## config.mk

```make
export PLATFORM = sky130hd
export DESIGN_NAME = rx_frame_admission_stats
export DESIGN_NICKNAME = d
export VERILOG_FILES = /design/src/rtl/rfas_pkg.sv /design/src/rtl/rx_frame_admission_stats.sv
export SDC_FILE = /design/constraint.sdc
export NUM_CORES = 1
export LEC_CHECK = 0
export BUFFER_PORTS_ARGS = -buffer_cell sky130_fd_sc_hd__buf_2
export CORE_MARGIN = 2
export CORE_UTILIZATION = 65
export CTS_CLUSTER_DIAMETER = 200
export CTS_CLUSTER_SIZE = 8
export DETAILED_ROUTE_END_ITERATION = 7
export GPL_TIMING_DRIVEN = 0
export PLACE_DENSITY = 0.89
export SETUP_SLACK_MARGIN = 0.4
export SYNTH_ARGS = -nofsm -noshare
export SYNTH_HDL_FRONTEND = slang
export SYNTH_SLANG_ARGS = --single-unit
```

## constraint.sdc

```tcl
create_clock -name clk -period 11.8 [get_ports clk]
set_clock_uncertainty 0.2 [all_clocks]
set_input_delay 2.36 -clock clk [delete_from_list [all_inputs] [get_ports clk]]
set_output_delay 2.36 -clock clk [all_outputs]
set_load 0.02 [all_outputs]
```

## src/rtl/rfas_pkg.sv

```systemverilog
package rfas_pkg;

  localparam int CounterBits = 32;
  localparam int NumCounters = 12;
  localparam int CountIdxBits = $clog2(NumCounters);

  localparam logic [15:0] CaptureLimitReset = 16'd1024;

  // register index on the configuration port
  localparam logic RegCaptureLimit = 1'b0;

  // event kinds
  localparam logic [1:0] KindFrame   = 2'd0;
  localparam logic [1:0] KindRelease = 2'd1;
  localparam logic [1:0] KindRead    = 2'd2;

  // frame types
  localparam logic [2:0] TypeMgmt = 3'd0;
  localparam logic [2:0] TypeCtrl = 3'd1;
  localparam logic [2:0] TypeData = 3'd2;

  // verdicts
  localparam logic [2:0] VerdictQueued    = 3'd0;
  localparam logic [2:0] VerdictMisc      = 3'd1;
  localparam logic [2:0] VerdictError     = 3'd2;
  localparam logic [2:0] VerdictPoolEmpty = 3'd3;
  localparam logic [2:0] VerdictQueueFull = 3'd4;
  localparam logic [2:0] VerdictNonFrame  = 3'd5;

  // statistic indexes
  localparam int CntTotal  = 0;
  localparam int CntMgmt   = 1;
  localparam int CntCtrl   = 2;
  localparam int CntData   = 3;
  localparam int CntMisc   = 4;
  localparam int CntErr    = 5;
  localparam int CntPool   = 6;
  localparam int CntQFull  = 7;
  localparam int CntQueued = 8;
  localparam int CntTrunc  = 9;
  localparam int CntEmpty  = 10;
  localparam int CntProc   = 11;

  localparam logic [3:0] SelOccupancy = 4'd12;
  localparam logic [3:0] SelPeak      = 4'd13;

  typedef logic [CounterBits-1:0] counter_t;

endpackage

```

## src/rtl/rx_frame_admission_stats.sv

```systemverilog
// Channel | Direction | Handshake            | Payload
// in      | input     | in_valid / in_ready   | kind, frame_type, rx_error, signal_length,
//         |           |                       | payload_length, slot_available,
//         |           |                       | queue_accepts, counter_index
// out     | output    | out_valid / out_ready | verdict, copy_length, was_truncated,
//         |           |                       | empty_payload, return_slot, occupancy,
//         |           |                       | counter_value
// cfg     | APB       | psel / penable        | capture_limit at byte address 0
//
// One event per cycle unless the result stalls; an event passes the input, then the result register.
// The input register feeds one pass of compare and increment logic that
// writes the statistics and the result register in the same cycle.
// rst is synchronous: statistics and occupancy clear, capture_limit to 1024.
// A stalled result holds the pipeline; in_ready drops only when both the
// input register and the result register are full and out_ready is low.
module rx_frame_admission_stats (
  input  logic        clk,
  input  logic        rst,
  input  logic        psel,
  input  logic        penable,
  input  logic        pwrite,
  input  logic [2:0]  paddr,
  input  logic [31:0] pwdata,
  output logic [31:0] prdata,
  output logic        pready,
  input  logic        in_valid,
  output logic        in_ready,
  input  logic [1:0]  kind,
  input  logic [2:0]  frame_type,
  input  logic        rx_error,
  input  logic [15:0] signal_length,
  input  logic [15:0] payload_length,
  input  logic        slot_available,
  input  logic        queue_accepts,
  input  logic [3:0]  counter_index,
  output logic        out_valid,
  input  logic        out_ready,
  output logic [2:0]  verdict,
  output logic [15:0] copy_length,
  output logic        was_truncated,
  output logic        empty_payload,
  output logic        return_slot,
  output logic [15:0] occupancy,
  output logic [31:0] counter_value
);
  import rfas_pkg::*;

  logic [15:0] capture_limit;

  logic        s1_valid;
  logic [1:0]  s1_kind;
  logic [2:0]  s1_type;
  logic        s1_err;
  logic [15:0] s1_sig;
  logic [15:0] s1_pay;
  logic        s1_slot;
  logic        s1_qok;
  logic [3:0]  s1_sel;

  counter_t    counters [NumCounters];
  logic [15:0] queue_occupancy;
  logic [15:0] occupancy_peak;

  logic                   s1_move;
  logic [NumCounters-1:0] inc;
  logic [2:0]             verdict_next;
  logic [15:0]            copy_next;
  logic                   trunc_next;
  logic                   empty_next;
  logic                   ret_next;
  logic [15:0]            occupancy_next;
  logic [15:0]            peak_next;
  logic [31:0]            cval_next;
  logic [15:0]            lim_len;
  logic [15:0]            len;
  logic                   over_limit;

  // configuration port
  assign pready = 1'b1;

  always_comb begin
    prdata = '0;
    if (paddr[2] == RegCaptureLimit) begin
      prdata = {16'd0, capture_limit};
    end
  end

  always_ff @(posedge clk) begin
    if (rst) begin
      capture_limit <= CaptureLimitReset;
    end else if (psel && penable && pwrite && pready && paddr[2] == RegCaptureLimit) begin
      capture_limit <= pwdata[15:0];
    end
  end

  // pipeline control
  assign s1_move  = !out_valid || out_ready;
  assign in_ready = !s1_valid || s1_move;

  always_ff @(posedge clk) begin
    if (rst) begin
      s1_valid <= 1'b0;
    end else if (in_ready) begin
      s1_valid <= in_valid;
    end
  end

  always_ff @(posedge clk) begin
    if (in_valid && in_ready) begin
      s1_kind <= kind;
      s1_type <= frame_type;
      s1_err  <= rx_error;
      s1_sig  <= signal_length;
      s1_pay  <= payload_length;
      s1_slot <= slot_available;
      s1_qok  <= queue_accepts;
      s1_sel  <= counter_index;
    end
  end

  assign over_limit = s1_sig > capture_limit;
  assign lim_len    = over_limit ? capture_limit : s1_sig;
  assign len        = (lim_len > s1_pay) ? s1_pay : lim_len;

  always_comb begin
    inc            = '0;
    verdict_next   = VerdictNonFrame;
    copy_next      = '0;
    trunc_next     = 1'b0;
    empty_next     = 1'b0;
    ret_next       = 1'b0;
    occupancy_next = queue_occupancy;
    peak_next      = occupancy_peak;
    cval_next      = '0;
    unique case (s1_kind)
      KindFrame: begin
        inc[CntTotal] = 1'b1;
        if (s1_type != TypeMgmt && s1_type != TypeCtrl && s1_type != TypeData) begin
          inc[CntMisc] = 1'b1;
          verdict_next = VerdictMisc;
        end else begin
          inc[CntMgmt] = (s1_type == TypeMgmt);
          inc[CntCtrl] = (s1_type == TypeCtrl);
          inc[CntData] = (s1_type == TypeData);
          priority if (s1_err) begin
            inc[CntErr]  = 1'b1;
            verdict_next = VerdictError;
          end else if (!s1_slot) begin
            inc[CntPool] = 1'b1;
            verdict_next = VerdictPoolEmpty;
          end else if (!s1_qok) begin
            inc[CntQFull] = 1'b1;
            verdict_next  = VerdictQueueFull;
            ret_next      = 1'b1;
          end else begin
            verdict_next    = VerdictQueued;
            copy_next       = len;
            inc[CntQueued]  = 1'b1;
            inc[CntTrunc]   = over_limit;
            trunc_next      = over_limit;
            inc[CntEmpty]   = (len == 16'd0);
            empty_next      = (len == 16'd0);
            // saturate at the top
            if (queue_occupancy != 16'hFFFF) begin
              occupancy_next = queue_occupancy + 16'd1;
            end
            if (occupancy_next > occupancy_peak) begin
              peak_next = occupancy_next;
            end
          end
        end
      end
      KindRelease: begin
        inc[CntProc] = 1'b1;
        ret_next     = 1'b1;
        if (queue_occupancy != 16'd0) begin
          occupancy_next = queue_occupancy - 16'd1;
        end
      end
      KindRead: begin
        if (s1_sel < 4'(NumCounters)) begin
          cval_next = 32'(counters[s1_sel[CountIdxBits-1:0]]);
        end else if (s1_sel == SelOccupancy) begin
          cval_next = {16'd0, queue_occupancy};
        end else if (s1_sel == SelPeak) begin
          cval_next = {16'd0, occupancy_peak};
        end
      end
      default: begin
        // unused kind: nothing changes
      end
    endcase
  end

  // statistics update as the event leaves the input register
  always_ff @(posedge clk) begin
    if (rst) begin
      for (int i = 0; i < NumCounters; i++) begin
        counters[i] <= '0;
      end
      queue_occupancy <= '0;
      occupancy_peak  <= '0;
    end else if (s1_valid && s1_move) begin
      for (int i = 0; i < NumCounters; i++) begin
        if (inc[i]) begin
          counters[i] <= counters[i] + 1'b1;
        end
      end
      queue_occupancy <= occupancy_next;
      occupancy_peak  <= peak_next;
    end
  end

  // result register
  always_ff @(posedge clk) begin
    if (rst) begin
      out_valid <= 1'b0;
    end else if (s1_move) begin
      out_valid <= s1_valid;
    end
  end

  always_ff @(posedge clk) begin
    if (s1_valid && s1_move) begin
      verdict       <= verdict_next;
      copy_length   <= copy_next;
      was_truncated <= trunc_next;
      empty_payload <= empty_next;
      return_slot   <= ret_next;
      occupancy     <= occupancy_next;
      counter_value <= cval_next;
    end
  end

endmodule

```

Word level (Yosys, flattened, before mapping) --
Memories as Yosys holds them, arrays and structs flattened. A register that Yosys moved wholly into a read port is not among the register bits. Cells that the tools add are included.
Cells by class: add/subtract/negate cells 14, $lt $le $gt $ge 4, equal/unequal tests 9, multiplexer cells 100, bitwise operators 18, reduce and logical (&&, ||, !) cells 19
Operator list (number):
- 32-bit 2-to-1 mux | 13
- 32-bit by 1-bit adder with 32-bit output, second input constant | 12
- 16-bit 2-to-1 mux | 16
- 1-bit 2-to-1 mux | 58
- 16-bit greater-than comparator | 3
- 16-bit one-hot mux with 2 select lines | 1
- 3-bit 2-to-1 mux | 6
- 16-bit by 1-bit adder with 16-bit output, second input constant | 1
- 16-bit logical NOT | 1
- 16-bit != test, second input constant | 1
- 16-bit nonzero test | 1
- 16-bit by 1-bit subtractor with 16-bit output, second input constant | 1
- 1-bit OR | 12
- 11-bit 2-to-1 mux | 1
- 4-bit == test, second input constant | 2
- 4-bit 2-to-1 mux | 2
- 1-bit logical AND | 7
- 7-bit AND reduction | 1
- 6-bit 2-to-1 mux | 1
- 1-bit NOT | 6
- 5-bit 2-to-1 mux | 1
- 5-bit OR reduction | 1
- 4-bit less-than comparator, second input constant | 1
- 3-bit by 1-bit == test with 1-bit output, second input constant | 1
- 12 further kinds | 14
Word-level totals: register bits after elaboration 164, bits in writable memories 384, input port bits 86, output and inout bits 105, word-level logic and storage cells 186, memories kept 1
Memories:
- counters | depth 12, bits a word 32, rd ports 13, clocked after memory_dff 1, wr ports 12, RTL line rx_frame_admission_stats.sv:60 | counter_t counters [NumCounters];

Logic depth before layout (Yosys ltp) --
word-level depth 15, depth in mapped cells 21, mapped depth without buffers 17

Worst setup path before layout --
No wires, ideal clock.
path kind input-to-reg, start point input port out_ready, end point memory counters[8][0] in the netlist's numbering (enable), setup time 466 ps, arrival time 5282 ps, data required time 11134 ps, path slack 5853 ps, stages 5, path buffers 2, cell sequence nor2b_1 > nand2b_1 > clkbuf_1 > clkbuf_1 > o21ai_0
RTL lines:
- from (decl) | RTL line rx_frame_admission_stats.sv:37 | input logic out_ready,
- to (decl) | RTL line rx_frame_admission_stats.sv:60

==> impl_metrics.toml <==
[synth]
ys_warn_count = 0
synth_area_um2 = 31700
synth_ff_type = "edfxtp_1"
syn_area_per_cell_um2 = 10.6
synth_area_leaders = "edfxtp_1 (47%), mux4_2 (6.8%), nor2_1 (6.5%), xor2_1 (6.4%), nand2_1 (3.6%)"
synth_edf_count = 498
ys_seq_elements = 552
synth_top_area_share_pct = 47.2
ys_types = 66
ys_seq_area_share_pct = 50.6
syn_inst = 2977
synth_top_cell_by_area = "edfxtp_1"
synthArstFlopShare_pct = 0

[clock_network]
cts.sinks = 552
tritoncts = "done"
root_buffer = "clkbuf_16"
cts_resized = 0
clk-insertion-delay-late_ps = 640
cts_buffer_depth = 3
clk_pin_slew_worst_paths_ps = 50
cts_hold_buf = 0
cts_buffers = 78
post_cts_buffers = 0
htree_levels = 3

[worst_hold_path]
hold_path_end = "capture_limit[8]"
min_path_type = "reg2reg"
min_path_cells = 2
hp-start = "capture_limit[8]"

[setup_path]
crit_start = "s1_sig[15]"
cp.required_ps = 11830
reg2reg_slack_ps = 4190
crit_type = "reg2reg"
cp.arrival_ps = 7650
r2r_end = "counters[10][31]"
crit_path_start_kind = "flip-flop"
crit_path_max_fanout = 32
crit_path_end_kind = "flip-flop"
timing.rr.start = "s1_sig[15]"
r2r_cells = 19

[timing]
finalCritPeriodShare_pct = 64.5
finalCriticalPeriod_ps = 7610
drv_slew = 0
tightest_slew_ps = 1370
max_freq_ghz = 0.131
fin_hold_ws_ps = 261
setup-violations-final = 0
relSlewSlack_pct = 8.73
rsz0062_at_grt = "no"
hold_viol_final = 0
setup_tns_ps = 0

[grt]
grtUsageMet1_pct = 47.1
met3_usage_pct = 6.41
grt_overflow = 0
grt_pass1_vias = 24403
grt_busiest_layer = "met2"
grt_max_degree = 65
grtUsageTotal_pct = 35.2
antenna_found_initial = 1
use_met2_pct = 57.3
grt_pass1_wl_mm = 137

[power_and_ir_drop]
irDropWorstVdd_mv = 0.108
power.total_w = 0.00495
pwr-share-comb_pct = 10.7
p_leak_nw = 12.5
p_int_w = 0.00365
p_sw_share_pct = 26.2
pwr-share-seq_pct = 47.0
clkPwrFrac_pct = 42.3
p_sw_w = 0.00129
power.density_nw_per_um2 = 139

[final_layout]
areaGrowthSynthToFinish_pct = 12.6
final_layout_size_suffix_gt1_share_pct = 13.2
utilization_pct = 74.4
fin_nets = 3379
finalInstanceArea_um2 = 35700
final_cell_mix = "nor2_1 (546), edfxtp_1 (498), nand2_1 (303)"
nFillCells = 3000
final_common_cell = "nor2_1"

[floorplanning]
start_util_pct = 66.0
die_area_um2 = 50500
coreArea_um2 = 47900
die_h_um = 225
boundaryPins = 191
die_w_um = 225
row_count = 80

[status]
status = "complete, but fails checks"
violations = "DRC"

[detailed_routing]
via_per_inst = 6.60
final_antenna_net_count = 0
wl_per_cell_um = 23.0
initialDrtViolationCount = 4016
dr.pass1.iters = 8
drc = 2
routed_wl_mm = 89.4
vias = 25589

[place]
postPlaceCellArea_um2 = 33400
portBuffers = 153
place_congestion = 0.995
dpl.hpwl_mm = 64.9

[job]
max_cap_violations = 0
-- area by class of cell --
type | instances | area, µm² | share of cell area (%)
Multi-Input combinational cell | 2215 | 14800 | 41.6
Antenna cell | 1 | 2.50 | 0.00702
Clock buffer | 106 | 2060 | 5.77
Clock inverter | 7 | 143 | 0.400
Inverter | 78 | 293 | 0.821
Buffer | 147 | 656 | 1.84
Sequential cell | 552 | 16000 | 45.0
Timing Repair Buffer | 159 | 873 | 2.45
Tap cell | 615 | 769 | 2.16
-- per-stage QoR --
step                instances  setup WS [ps]
floorplan                2992           5850
global placement         3760           4350
detailed placement       3765           4500
CTS                      3878           4430
global route             3879           4040
finish                   3880           4190
-- cells in the mapped netlist (7+ instances only) --
| cell | count |
|---|---|
| o21ai_0 | 75 |
| buf_2 | 8 |
| nor2_1 | 546 |
| o311ai_1 | 7 |
| mux2i_1 | 62 |
| xnor2_1 | 115 |
| ha_1 | 62 |
| inv_1 | 77 |
| a21oi_1 | 104 |
| o311ai_2 | 8 |
| nand2b_1 | 9 |
| clkbuf_1 | 93 |
| nor2b_1 | 38 |
| nand2_1 | 305 |
| xor2_1 | 230 |
| nand3_1 | 149 |
| buf_4 | 20 |
| dfxtp_1 | 54 |
| or3_1 | 41 |
| nor3_1 | 34 |
| a22oi_1 | 18 |
| and4_1 | 18 |
| edfxtp_1 | 498 |
| mux2_2 | 24 |
| and3_1 | 71 |
| nor4_1 | 8 |
| and2_1 | 13 |
| mux4_2 | 96 |
| buf_1 | 24 |
| nand4_1 | 90 |
| a21o_1 | 10 |
-- metal layers --
layer	part of all wire, %	up-vias
met4	4.1	0
met3	11	295
met2	47	1816
met5	0	-
met1	38	12326
li1	-	11152
-- power groups by stage --
stage | Combinational (W) | Sequential, W | Clock [W]
2_1_floorplan | 0.000341 | 0.00234 | 0
3_5_place_dp | 0.000512 | 0.00235 | 0
4_1_cts | 0.000517 | 0.00232 | 0.00208
6_report | 0.000530 | 0.00232 | 0.00209
3_3_place_gp | 0.000489 | 0.00235 | 0
5_1_grt | 0.000562 | 0.00233 | 0.00216
-- sequential cells by signal, indices dropped and copies added, names as in the netlist, 2 cells and up, named ones only --
register and cells:
capture_limit 16, copy_length 16, counter_value 32, counters 384, occupancy 16, occupancy_peak 16, queue_occupancy 16, s1_kind 2
s1_pay 16, s1_sel 4, s1_sig 16, s1_type 3, verdict 3
-- critical path, cell delays in order (launching register included) --
cell and delay (ps):
edfxtp_1 460, ha_1 340, nand4_1 180, or3_4 470, a211o_4 330, and3_4 190
buf_6 130, buf_6 150, o311ai_2 340, ha_1 340, a21oi_1 150, nor2_1 50
a211oi_1 210, o21ai_0 130, o31ai_2 660, buf_2 460, mux2i_1 310, nand4_1 170
nor4_1 750, a21o_1 1140
-- kinds of logic (layout without fill, tap and decap cells) --
| group | count (synthesis) | count (layout) | synth area share (%) |
|---|---|---|---|
| simple gates | 1348 | 1348 | 19.5 |
| flops | 552 | 552 | 50.6 |
| xor+xnor | 345 | 345 | 9.54 |
| compound gates | 260 | 260 | 5.14 |
| buf+inv | 225 | 497 | 2.98 |
| mux | 183 | 183 | 9.69 |
| fa+ha+maj | 62 | 62 | 2.45 |
| other cells | 2 | 18 | 0.0237 |
-- how the worst max path moves through the flow --
| stage | endpoint |
|---|---|
| 2_1_floorplan | counters[8][0] |
| 3_3_place_gp | counters[8][29] |
| 3_5_place_dp | counters[10][27] |
| 4_1_cts | counters[10][31] |
| 5_1_grt | counters[10][30] |
| 6_report | counters[10][31] |
No activity file was read; power rests on OpenSTA's default activity.
